--- src/sv/bounded_set_min_max_gap_defines.svh ---
// Assertion macros used by the RTL.
`ifndef BOUNDED_SET_MIN_MAX_GAP_DEFINES_SVH
`define BOUNDED_SET_MIN_MAX_GAP_DEFINES_SVH

`ifndef SYNTHESIS
// Check a property at every rising edge outside reset.
`define BSMG_ASSERT(lbl, clk, rst, prop) \
  lbl: assert property (@(posedge clk) disable iff (rst) (prop)) \
    else $error("bounded set check failed");
// Check a property at every rising edge, reset included.
`define BSMG_ASSERT_ALWAYS(lbl, clk, prop) \
  lbl: assert property (@(posedge clk) (prop)) \
    else $error("bounded set check failed");
`else
`define BSMG_ASSERT(lbl, clk, rst, prop)
`define BSMG_ASSERT_ALWAYS(lbl, clk, prop)
`endif

`endif

--- src/sv/bsmg_pkg.sv ---
`default_nettype none
package bsmg_pkg;

  localparam int DATA_W  = 32;
  localparam int CAP_W   = 6;
  localparam int PADDR_W = 3;
  localparam int PDATA_W = 32;

  localparam logic [CAP_W-1:0] CAP_RESET = 6'd20;

  // register index, taken from paddr[2]
  localparam logic REG_CAPACITY = 1'b0;

  localparam logic MODE_ADD   = 1'b0;
  localparam logic MODE_QUERY = 1'b1;

  localparam logic [1:0] ST_OK   = 2'd0;
  localparam logic [1:0] ST_FULL = 2'd1;
  localparam logic [1:0] ST_FEW  = 2'd2;

  typedef struct packed {
    logic                     mode;
    logic signed [DATA_W-1:0] value;
  } req_t;

  typedef struct packed {
    logic [1:0]        status;
    logic [DATA_W-1:0] shortest_span;
    logic [DATA_W-1:0] longest_span;
  } rsp_t;

endpackage
`default_nettype wire

--- src/sv/bsmg_ram.sv ---
`default_nettype none
module bsmg_ram #(
  parameter int WIDTH = 32,
  parameter int DEPTH = 32
) (
  input  wire logic                     clk,
  input  wire logic                     we,
  input  wire logic [$clog2(DEPTH)-1:0] waddr,
  input  wire logic [WIDTH-1:0]         wdata,
  input  wire logic [$clog2(DEPTH)-1:0] raddr,
  output logic      [WIDTH-1:0]         rdata
);

  logic [WIDTH-1:0] mem [DEPTH];

  always_ff @(posedge clk) begin
    if (we) begin
      mem[waddr] <= wdata;
    end
    rdata <= mem[raddr];
  end

endmodule
`default_nettype wire

--- src/sv/bounded_set_min_max_gap.sv ---
// Channel   Direction  Handshake              Payload
// req       in         req_valid / req_ready  bsmg_pkg::req_t (mode, value)
// rsp       out        rsp_valid / rsp_ready  bsmg_pkg::rsp_t (status, spans)
// apb       in/out     psel, penable, pready  capacity at byte address 0
//
// An add walks the sorted store down from the top entry, shifting each stored
// value above the new one up a slot; a query scans every stored value. A full
// or too-few request goes straight to the result. The time taken is set by the
// sorted store, one RAM port walked one entry a cycle, and by the one 33-bit
// subtractor that does the insert compares and the scan differences. rst is
// synchronous, active high; it empties the set and sets capacity to 20. A result
// waiting on rsp_ready does not block the next request; only the next result waits behind it.
`default_nettype none
`include "bounded_set_min_max_gap_defines.svh"
module bounded_set_min_max_gap #(
  parameter int MAX_DEPTH = 32
) (
  input  wire logic                          clk,
  input  wire logic                          rst,
  input  wire logic                          req_valid,
  output logic                               req_ready,
  input  wire bsmg_pkg::req_t                req,
  output logic                               rsp_valid,
  input  wire logic                          rsp_ready,
  output bsmg_pkg::rsp_t                     rsp,
  input  wire logic                          psel,
  input  wire logic                          penable,
  input  wire logic                          pwrite,
  input  wire logic [bsmg_pkg::PADDR_W-1:0]  paddr,
  input  wire logic [bsmg_pkg::PDATA_W-1:0]  pwdata,
  output logic      [bsmg_pkg::PDATA_W-1:0]  prdata,
  output logic                               pready
);
  import bsmg_pkg::*;

  localparam int AW   = $clog2(MAX_DEPTH);
  localparam int CW   = $clog2(MAX_DEPTH + 1);
  localparam int CMPW = (CW > CAP_W) ? CW : CAP_W;

  typedef enum logic [6:0] {
    S_IDLE     = 7'b000_0001,
    S_INS_CMP  = 7'b000_0010,
    S_INS_LAST = 7'b000_0100,
    S_Q_FIRST  = 7'b000_1000,
    S_Q_SCAN   = 7'b001_0000,
    S_Q_RANGE  = 7'b010_0000,
    S_DONE     = 7'b100_0000
  } state_t;

  state_t state;
  state_t state_next;

  logic [CAP_W-1:0]         capacity;
  logic [CW-1:0]            count;
  logic [CW-1:0]            pos;        // slot being opened during an insert
  logic [AW-1:0]            idx;        // address whose data sits in rdata during a scan
  logic signed [DATA_W-1:0] value;      // value being inserted
  logic signed [DATA_W-1:0] first;      // smallest stored value
  logic signed [DATA_W-1:0] prev;       // previous value of the scan
  logic [DATA_W-1:0]        best;       // shortest gap so far
  logic [DATA_W-1:0]        longest;
  logic [1:0]               res_status;

  // RAM port signals
  logic              ram_we;
  logic [AW-1:0]     ram_waddr;
  logic [DATA_W-1:0] ram_wdata;
  logic [AW-1:0]     ram_raddr;
  logic [DATA_W-1:0] ram_rdata;

  // Shared 33-bit subtractor: compares for the insert, differences for the scan
  logic signed [DATA_W-1:0] sub_a;
  logic signed [DATA_W-1:0] sub_b;
  logic [DATA_W:0]          diff;

  logic          set_full;
  logic [CW-1:0] count_m1;
  logic [CW-1:0] pos_m2;
  logic          req_fire;

  //--------------------------------------------------------------------------
  // Configuration port: capacity is the only register
  //--------------------------------------------------------------------------
  assign pready = 1'b1;

  always_ff @(posedge clk) begin
    if (rst) begin
      capacity <= CAP_RESET;
    end else if (psel && penable && pwrite && pready && (paddr[2] == REG_CAPACITY)) begin
      capacity <= pwdata[CAP_W-1:0];
    end
  end

  always_comb begin
    prdata = '0;
    if (paddr[2] == REG_CAPACITY) begin
      prdata = PDATA_W'(capacity);
    end
  end

  //--------------------------------------------------------------------------
  // Store
  //--------------------------------------------------------------------------
  bsmg_ram #(
    .WIDTH (DATA_W),
    .DEPTH (MAX_DEPTH)
  ) u_store (
    .clk   (clk),
    .we    (ram_we),
    .waddr (ram_waddr),
    .wdata (ram_wdata),
    .raddr (ram_raddr),
    .rdata (ram_rdata)
  );

  //--------------------------------------------------------------------------
  // Sequencer
  //--------------------------------------------------------------------------
  assign req_ready = (state == S_IDLE);
  assign req_fire  = req_valid && req_ready;
  assign count_m1  = count - CW'(1);
  assign pos_m2    = pos - CW'(2);

  // Full once count reaches the configured capacity or the store depth
  assign set_full = (CMPW'(count) >= CMPW'(capacity)) || (count == CW'(MAX_DEPTH));

  assign diff = {sub_a[DATA_W-1], sub_a} - {sub_b[DATA_W-1], sub_b};

  always_comb begin
    state_next = state;
    ram_we     = 1'b0;
    ram_waddr  = pos[AW-1:0];
    ram_wdata  = value;
    ram_raddr  = '0;
    sub_a      = ram_rdata;
    sub_b      = prev;
    unique case (state)
      S_IDLE: begin
        // Start the read of the top entry; a query starts at address zero
        if (req.mode == MODE_ADD) begin
          ram_raddr = count_m1[AW-1:0];
        end
        if (req_fire) begin
          if (req.mode == MODE_ADD) begin
            if (set_full) begin
              state_next = S_DONE;
            end else if (count == '0) begin
              state_next = S_INS_LAST;
            end else begin
              state_next = S_INS_CMP;
            end
          end else begin
            if (count < CW'(2)) begin
              state_next = S_DONE;
            end else begin
              state_next = S_Q_FIRST;
            end
          end
        end
      end
      S_INS_CMP: begin
        // rdata holds entry pos-1; shift it up while it is above the new value
        sub_a = value;
        sub_b = ram_rdata;
        ram_we = 1'b1;
        if (diff[DATA_W]) begin
          ram_wdata = ram_rdata;
          ram_raddr = pos_m2[AW-1:0];
          if (pos == CW'(1)) begin
            state_next = S_INS_LAST;
          end
        end else begin
          state_next = S_DONE;
        end
      end
      S_INS_LAST: begin
        ram_we     = 1'b1;
        state_next = S_DONE;
      end
      S_Q_FIRST: begin
        ram_raddr  = AW'(1);
        state_next = S_Q_SCAN;
      end
      S_Q_SCAN: begin
        ram_raddr = idx + AW'(1);
        if (CW'(idx) == count_m1) begin
          state_next = S_Q_RANGE;
        end
      end
      S_Q_RANGE: begin
        sub_a      = prev;
        sub_b      = first;
        state_next = S_DONE;
      end
      S_DONE: begin
        // Hold here only while the previous result is still unclaimed
        if (!rsp_valid || rsp_ready) begin
          state_next = S_IDLE;
        end
      end
      default: begin
        state_next = S_IDLE;
      end
    endcase
  end

  always_ff @(posedge clk) begin
    if (rst) begin
      state <= S_IDLE;
      count <= '0;
    end else begin
      state <= state_next;
      if ((state == S_INS_LAST) || ((state == S_INS_CMP) && !diff[DATA_W])) begin
        count <= count + CW'(1);
      end
    end
  end

  // Working registers need no reset
  always_ff @(posedge clk) begin
    unique case (state)
      S_IDLE: begin
        if (req_fire) begin
          value   <= req.value;
          pos     <= count;
          best    <= '0;
          longest <= '0;
          if (req.mode == MODE_ADD) begin
            res_status <= set_full ? ST_FULL : ST_OK;
          end else begin
            res_status <= (count < CW'(2)) ? ST_FEW : ST_OK;
          end
        end
      end
      S_INS_CMP: begin
        if (diff[DATA_W]) begin
          pos <= pos - CW'(1);
        end
      end
      S_Q_FIRST: begin
        first <= ram_rdata;
        prev  <= ram_rdata;
        best  <= '1;
        idx   <= AW'(1);
      end
      S_Q_SCAN: begin
        prev <= ram_rdata;
        idx  <= idx + AW'(1);
        if (diff[DATA_W-1:0] < best) begin
          best <= diff[DATA_W-1:0];
        end
      end
      S_Q_RANGE: begin
        longest <= diff[DATA_W-1:0];
      end
      default: begin
      end
    endcase
  end

  //--------------------------------------------------------------------------
  // Output register
  //--------------------------------------------------------------------------
  always_ff @(posedge clk) begin
    if (rst) begin
      rsp_valid <= 1'b0;
    end else if ((state == S_DONE) && (!rsp_valid || rsp_ready)) begin
      rsp_valid <= 1'b1;
    end else if (rsp_ready) begin
      rsp_valid <= 1'b0;
    end
  end

  always_ff @(posedge clk) begin
    if ((state == S_DONE) && (!rsp_valid || rsp_ready)) begin
      rsp.status        <= res_status;
      rsp.shortest_span <= best;
      rsp.longest_span  <= longest;
    end
  end

  //--------------------------------------------------------------------------
  // Checks
  //--------------------------------------------------------------------------
  `BSMG_ASSERT(a_count_bound, clk, rst, count <= CW'(MAX_DEPTH))
  `BSMG_ASSERT(a_count_step, clk, rst, (!$past(rst) && (count != $past(count))) |-> (count == ($past(count) + CW'(1))))
  `BSMG_ASSERT(a_write_in_range, clk, rst, ram_we |-> (CW'(ram_waddr) <= count))
  `BSMG_ASSERT(a_range_covers_gap, clk, rst, (rsp_valid && (rsp.status == ST_OK)) |-> (rsp.longest_span >= rsp.shortest_span))

endmodule
`default_nettype wire
--- config.mk ---
export PLATFORM = sky130hd
export DESIGN_NAME = bounded_set_min_max_gap
export DESIGN_NICKNAME = d
export VERILOG_FILES = /design/src/sv/bsmg_pkg.sv /design/src/sv/bsmg_ram.sv /design/src/sv/bounded_set_min_max_gap.sv
export VERILOG_INCLUDE_DIRS = /design/src /design/src/sv
export SDC_FILE = /design/constraint.sdc
export NUM_CORES = 2
export LEC_CHECK = 0
export ABC_AREA = 0
export BUFFER_PORTS_ARGS = -buffer_cell sky130_fd_sc_hd__buf_4
export CORE_MARGIN = 4
export CORE_UTILIZATION = 67
export DETAILED_ROUTE_END_ITERATION = 8
export GPL_TIMING_DRIVEN = 1
export PLACE_DENSITY = 0.85
export SLEW_MARGIN = 10
export SYNTH_ARGS = -nofsm -noshare
export SYNTH_HDL_FRONTEND = slang
export SYNTH_HIERARCHICAL = 1
export SYNTH_SLANG_ARGS = --single-unit
--- constraint.sdc ---
create_clock -name clk -period 14.71 [get_ports clk]
set_clock_uncertainty 0.15 [all_clocks]
set_input_delay 1.471 -clock clk [delete_from_list [all_inputs] [get_ports clk]]
set_output_delay 1.471 -clock clk [all_outputs]
set_load 0.03 [all_outputs]
# == After elaboration in Yosys (flattened, before gate mapping) ==
# Memories as Yosys holds them, arrays and structs flattened. A register that Yosys moved wholly into a read port is not among the register bits.
# Index checks and enable logic that the tools add are counted.
# op_classes
n_addsub,6
mul,0
n_div,0
magnitude_cmp,3
n_eq_ne,16
shift,0
muxes,34
n_bitwise,1
n_reduce_logical,25
# op_table
op,n
one-hot mux 32 bit (2 select lines),3
2-to-1 mux 32 bit,4
one-hot mux 32 bit (3 select lines),1
2-to-1 mux 7 bit,8
one-hot mux 7 bit (6 select lines),1
subtractor 32 x 32 -> 33 bit,1
< comparator 32 bit,1
one-hot mux 5 bit (4 select lines),1
2-to-1 mux 6 bit,3
one-hot mux 6 bit (2 select lines),1
"subtractor 6 x 1 -> 6 bit, second input constant",2
2-to-1 mux 5 bit,2
one-hot mux 5 bit (2 select lines),1
"inequality test 2 bit, second input constant",4
nonzero test 2 bit,4
"== test 7 x 1 -> 1 bit, second input constant",1
"== test 7 x 2 -> 1 bit, second input constant",1
"== test 7 x 3 -> 1 bit, second input constant",1
"== test 7 x 4 -> 1 bit, second input constant",1
"== test 7 x 5 -> 1 bit, second input constant",1
"== test 7 x 6 -> 1 bit, second input constant",1
"== test 7 bit, second input constant",1
"adder 6 x 1 -> 6 bit, second input constant",1
== test 5 x 6 -> 1 bit,1
21 further kinds,39
# word_totals
regBits,259
latch_bits,0
mem_bits_rw,1024
mem_bits_ro,0
out_inout_bits,101
elab_cells,101
n_memories,1
# memory_table
name,depth,word_bits,rd,rd_ports_with_merged_regs,write_ports,line,text
u_store.mem,32,32,1,1,1,bsmg_ram.sv:14,logic [WIDTH-1:0] mem [DEPTH];

# == Depth between registers and ports, before layout ==
# logic_depth
word_depth,6
mapped_depth,26
mapped_depth_nobuf,24

# == By module ==
# The synthesis kept the hierarchy.
# by_module_without_submodules
module,instances,cells_each,area_each_um2
bsmg_ram,1,2260,40495.1
bounded_set_min_max_gap,1,1149,13292.7

# == Worst setup path before layout ==
# No wires, ideal clock.
# synth_path
path_type,register to register
from,register state[0]
to,register best[0] (enable)
arrival_ns,6.732
slack_ns,7.396
stages_incl_launch_ff,24
synth_period_minus_slack_ns,7.314
cell_sequence,dfxtp_1 -> nor4_1 -> nor4bb_1 -> clkbuf_1 -> clkbuf_1 -> a22o_1 -> a21oi_1 -> ha_1 -> a21o_1 -> a31o_2 -> a211o_1 -> a21oi_1 -> a211o_1 -> o21ai_0 -> a21oi_1 -> xor2_1 -> inv_1 -> ha_1 -> a21o_1 -> a21o_1 -> a21oi_1 -> o21ai_0 -> a211o_1 -> a21oi_1
# synth_via
elab_chain_cells,6
elab_cells_between_ends,14
classes_between,1 x add/sub; 1 x order compare; 7 x eq/ne; 2 x mux; 3 x reduce/logical
# synth_rtl
item,line,text
"start, declared",bounded_set_min_max_gap.sv:50,state_t state;
"start signal, assigned",bounded_set_min_max_gap.sv:212,state <= state_next;
== test 7 x 6 -> 1 bit / == test 7 x 2 -> 1 bit (equally long branches),bounded_set_min_max_gap.sv:137,unique case (state)
one-hot mux 32 bit (2 select lines),bounded_set_min_max_gap.sv:137,
subtractor 32 x 32 -> 33 bit *,bounded_set_min_max_gap.sv:127,"assign diff = {sub_a[DATA_W-1], sub_a} - {sub_b[DATA_W-1], sub_b};"
via diff[29],bounded_set_min_max_gap.sv:74,logic [DATA_W:0] diff;
< comparator 32 bit *,bounded_set_min_max_gap.sv:249,if (diff[DATA_W-1:0] < best) begin
inequality test 2 bit (no line) *,-,
AND reduction 3 bit (no line) *,-,
"end signal, assigned",bounded_set_min_max_gap.sv:250,best <= diff[DATA_W-1:0];
"end, declared",bounded_set_min_max_gap.sv:60,logic [DATA_W-1:0] best;
# Mark *: on every way through the listed nets, which the timed path passes. The rest lies on a longest branch.
# A chain may end at the register's enable or synchronous reset.

# == Worst setup path after layout ==
# layout_path
from,register state[0]
to,register u_store.rdata[12] (read register of u_store.mem)
# layout_via
elab_chain_cells,5
elab_cells_between_ends,10
classes_between,1 x add/sub; 5 x eq/ne; 4 x mux
# layout_rtl
item,line,text
== test 7 x 6 -> 1 bit / == test 7 x 2 -> 1 bit (equally long branches),bounded_set_min_max_gap.sv:137,
one-hot mux 32 bit (2 select lines),bounded_set_min_max_gap.sv:137,
subtractor 32 x 32 -> 33 bit,bounded_set_min_max_gap.sv:127,
2-to-1 mux 5 bit,bounded_set_min_max_gap.sv:166,if (diff[DATA_W]) begin
one-hot mux 5 bit (4 select lines) *,bounded_set_min_max_gap.sv:137,
via ram_raddr[2],bounded_set_min_max_gap.sv:68,logic [AW-1:0] ram_raddr;
"end, declared",bsmg_ram.sv:11,output logic [WIDTH-1:0] rdata
# Marks and branches as above.

==> impl_summary.md <==
Timing
Setup violations remaining at the end of the flow were counted as 0. Setup repair after global routing left no endpoint under its margin. The top achievable clock speed is 109 MHz. The portion of the clock cycle consumed by the worst path in the final layout is 0.623.

Setup total negative slack on the finished layout was measured at 0 ps. The number of max-slew violations in the final report came to 0. In this run the tightest slew margin relative to its limit is 0.214. The transition time at the pin with the least slew margin is 1180 ps. The number of endpoints with negative hold slack in the final report is 0. The clock period minus worst slack is 9160 ps.

Global route
The via count of the first global-routing pass is 30900. The total routing usage reported by global routing is 0.282. Entering global routing, the biggest net connects 146 pins. The first global-routing pass estimated 182000 µm of wire. The overflow left after global routing is 0.

The number of antenna violations at the first check in global routing was 8.

Floorplan
From left edge to right edge, the die measures 291 µm. After floorplanning, the core was divided into 103 placement rows. The effective utilization at floorplan is 0.679. The floorplan step set the die height to 291 µm. The floorplan core area is 79300 µm².

The die covers 84900 µm². Pin placement for this block handled 176 I/O pins.

Worst setup path
The endpoint class of the critical path is a flip-flop. The depth of the worst register-to-register path is 25. The data arrival time at the worst-slack endpoint is 9550 ps.

The endpoint required time on the critical path is 15100 ps. The highest net fanout along the worst path is 53. By startpoint and endpoint, the worst setup path is classified as reg -> reg.

The element type at the critical path start is a flip-flop.

Pwr
In this run the static leakage power is 20.5 nW. The internal portion of total power is 7.51 mW. The share of total power dissipated in the clock network is 0.272. The net load switching power is 3.72 mW. Of the total power, registers draw 0.424. The switching share of total power is 0.331.

The worst-case IR drop observed on VDD is 0.000197 V. Of the total power, combinational logic draws 0.304. For this design the ratio of total power to cell area is 188 nW/µm². The design draws 11.2 mW.

Route
The remaining antenna violation count is 0. The wire length after detailed routing is 123000 µm. In the routed design, unresolved DRC markers number 0. The average via count per standard cell is 6.64. The number of optimization iterations in the first detailed-route pass is 6. The number of vias after detailed routing is 31100. The detailed-route wire length per cell is 26.3 µm. The violation count after the first detailed-route iteration is 3889.

Layout
For this run, the share of the core covered by cells in the final layout is 0.753. The flip-flop and latch area is 39000 µm². For this run, the post-layout net count is 3685. The share of cells above drive strength 1 is 0.124. Summing all non-filler instances in the final layout gives an area of 59700 µm². The final-layout fill cell count is 4240.

The total area of multi-input combinational cells is 13700 µm². The final non-filler cell total is 4691. The layout overhead on the synthesized area is 11.0%.

Placement
The cell area after placement is 55800 µm². Routability-driven placement finished with a final weighted congestion of 0.914. The quantity of I/O buffers inserted on ports is 120. Detailed placement finished with a half-perimeter wire length of 69700 µm. After detailed placement, the design holds a cell count of 4463.

Logic synthesis
The synthesized area is 53800 µm². Synthesis handed over a netlist of 3409 instances. For this run, asynchronously set or reset flops after synthesis account for 0. In this run, distinct cell masters in the synthesized netlist total 71. After synthesis, the most frequently instantiated cells are 1263 x edfxtp_1, 517 x mux2i_1, 209 x nand2_1. The share of synthesized area in the top cell type comes to 0.705.

The most frequent cell after synthesis is edfxtp_1. During synthesis, Yosys emitted a total of 6 warnings. The cell type with the highest aggregate area in the netlist is edfxtp_1. The count of flip-flops with a built-in enable after synthesis is 1263.

The register bit total from synthesis is 1315. The proportion of synthesized chip area in sequential cells is 0.724. The dominant register cell in the synthesized netlist is edfxtp_1. A synthesized cell averages 15.8 µm². In the post-synthesis netlist, the biggest area contributors are edfxtp_1 71%, mux2i_1 9.6%, dfxtp_1 1.9%.

Clocking
Clock-pin slew was measured on the worst setup and hold paths at 60 ps. The quantity of hold-fixing buffers added after cts is 0. CTS saw 1315 sinks.

The clock reaches the later pin of the worst-skew pair after 700 ps. The TritonCTS clock tree is yes. The clock passes through at most 3 buffers.

The post-CTS repair timing setup buffer count is 0. The H-tree was split into 3 levels. Post-CTS repair changed the size of 0 cells.

CTS placed an instance of clkbuf_16 at the clock tree root. Buffers inserted during clock tree synthesis total 118.

Run status
The run finished with clean final reports.

Min path
The path class of the tightest hold or removal check is reg -> reg. The worst hold path passes through 0 cells.

Run
The number of max-cap violations is 0.
-- cells by family after synthesis --
kind of cell | after synthesis | synth area share
fa+ha+maj | 77 | 0.0181
buf+inv | 289 | 0.0276
compound gates | 572 | 0.0720
mux | 550 | 0.103
other cells | 2 | 0.000140
xor+xnor | 48 | 0.00782
flops | 1315 | 0.724
simple gates | 556 | 0.0468
-- critical path, stage by stage (launching register included) --
cell and delay [ps]:
dfxtp_1 330, nor4_1 750, nor4bb_4 420, buf_4 270, buf_4 470, nor2_4 150, buf_4 330, nand2_1 140
nand2_1 70, ha_1 370, a21o_1 210, nor3_1 220, a21oi_2 130, a41oi_4 390, o21ai_4 160, a31oi_4 310
o21ai_2 100, buf_4 210, o21ai_0 710, and2_4 790, buf_4 670, buf_4 670, a22o_1 250, nor3_1 40
a31oi_1 400, nand3_1 120
-- registers in the layout, summed over array words and instances, names as in the netlist, 7 cells and up --
register	flops
u_store/mem	1024
rsp	66
best	32
first	32
longest	32
prev	32
u_store/rdata	32
value	32
state	7
-- power groups by stage --
stage | Sequential (mW) | Clock (mW) | Combinational, mW
after detailed placement | 4.83 | 0 | 3.30
after floorplan | 4.75 | 0 | 2.45
after CTS | 4.75 | 3.08 | 3.35
final | 4.76 | 3.06 | 3.41
after global placement | 4.80 | 0 | 3.13
after global routing | 4.77 | 3.24 | 3.63
-- final timing paths --
kind | from | end | slack [ps]
worst max-delay path | state[0]$_SDFFE_PP1P_ | u_store/rdata[12]$_DFF_P_ | 5550
worst min-delay path | longest[26]$_SDFFCE_PP0P_ | rsp[26]$_DFFE_PP_ | 270
worst max register to register | state[0]$_SDFFE_PP1P_ | u_store/rdata[12]$_DFF_P_ | 5550
worst min register to register | longest[26]$_SDFFCE_PP0P_ | rsp[26]$_DFFE_PP_ | 270
-- area by class of cell --
cell class / count / area share
repair buffers: 180 / 0.0237
well taps: 1050 / 0.0220
multi-input cells: 1830 / 0.230
flip-flops and latches: 1315 / 0.653
clock inverters: 70 / 0.0121
clock buffers: 152 / 0.0531
inverters: 88 / 0.00553
diodes: 6 / 0.000252
-- stage by stage --
stage / hold slack [ps] / setup slack [ps]
2_1_floorplan: 250 / 7400
3_3_place_gp: 252 / 6150
3_5_place_dp: 255 / 5850
4_1_cts: 269 / 5720
5_1_grt: 279 / 5220
6_report: 270 / 5550
-- placed cells by master, fill, tap and decap left out, drive strengths merged, types with 68 or more instances in the layout --
master,synthesis,layout
nand2,209,209
ha,76,76
edfxtp,1263,1263
inv,88,92
a22o,95,95
nand3,113,113
nor2,120,120
buf,126,180
clkbuf,75,152
mux2i,517,517
a21oi,176,176
a22oi,127,127
o21ai,68,68
-- layer usage --
layer	routed length (µm)	vias to the layer above	part of all wire	track usage
met5	52	-	0.00042	0
met4	5190	8	0.042	0.125
met3	12100	387	0.098	0.0545
met1	43500	15600	0.35	0.353
li1	-	13400	-	-
met2	62400	1760	0.51	0.481
Note: power is estimated with default switching activity, not from simulation.
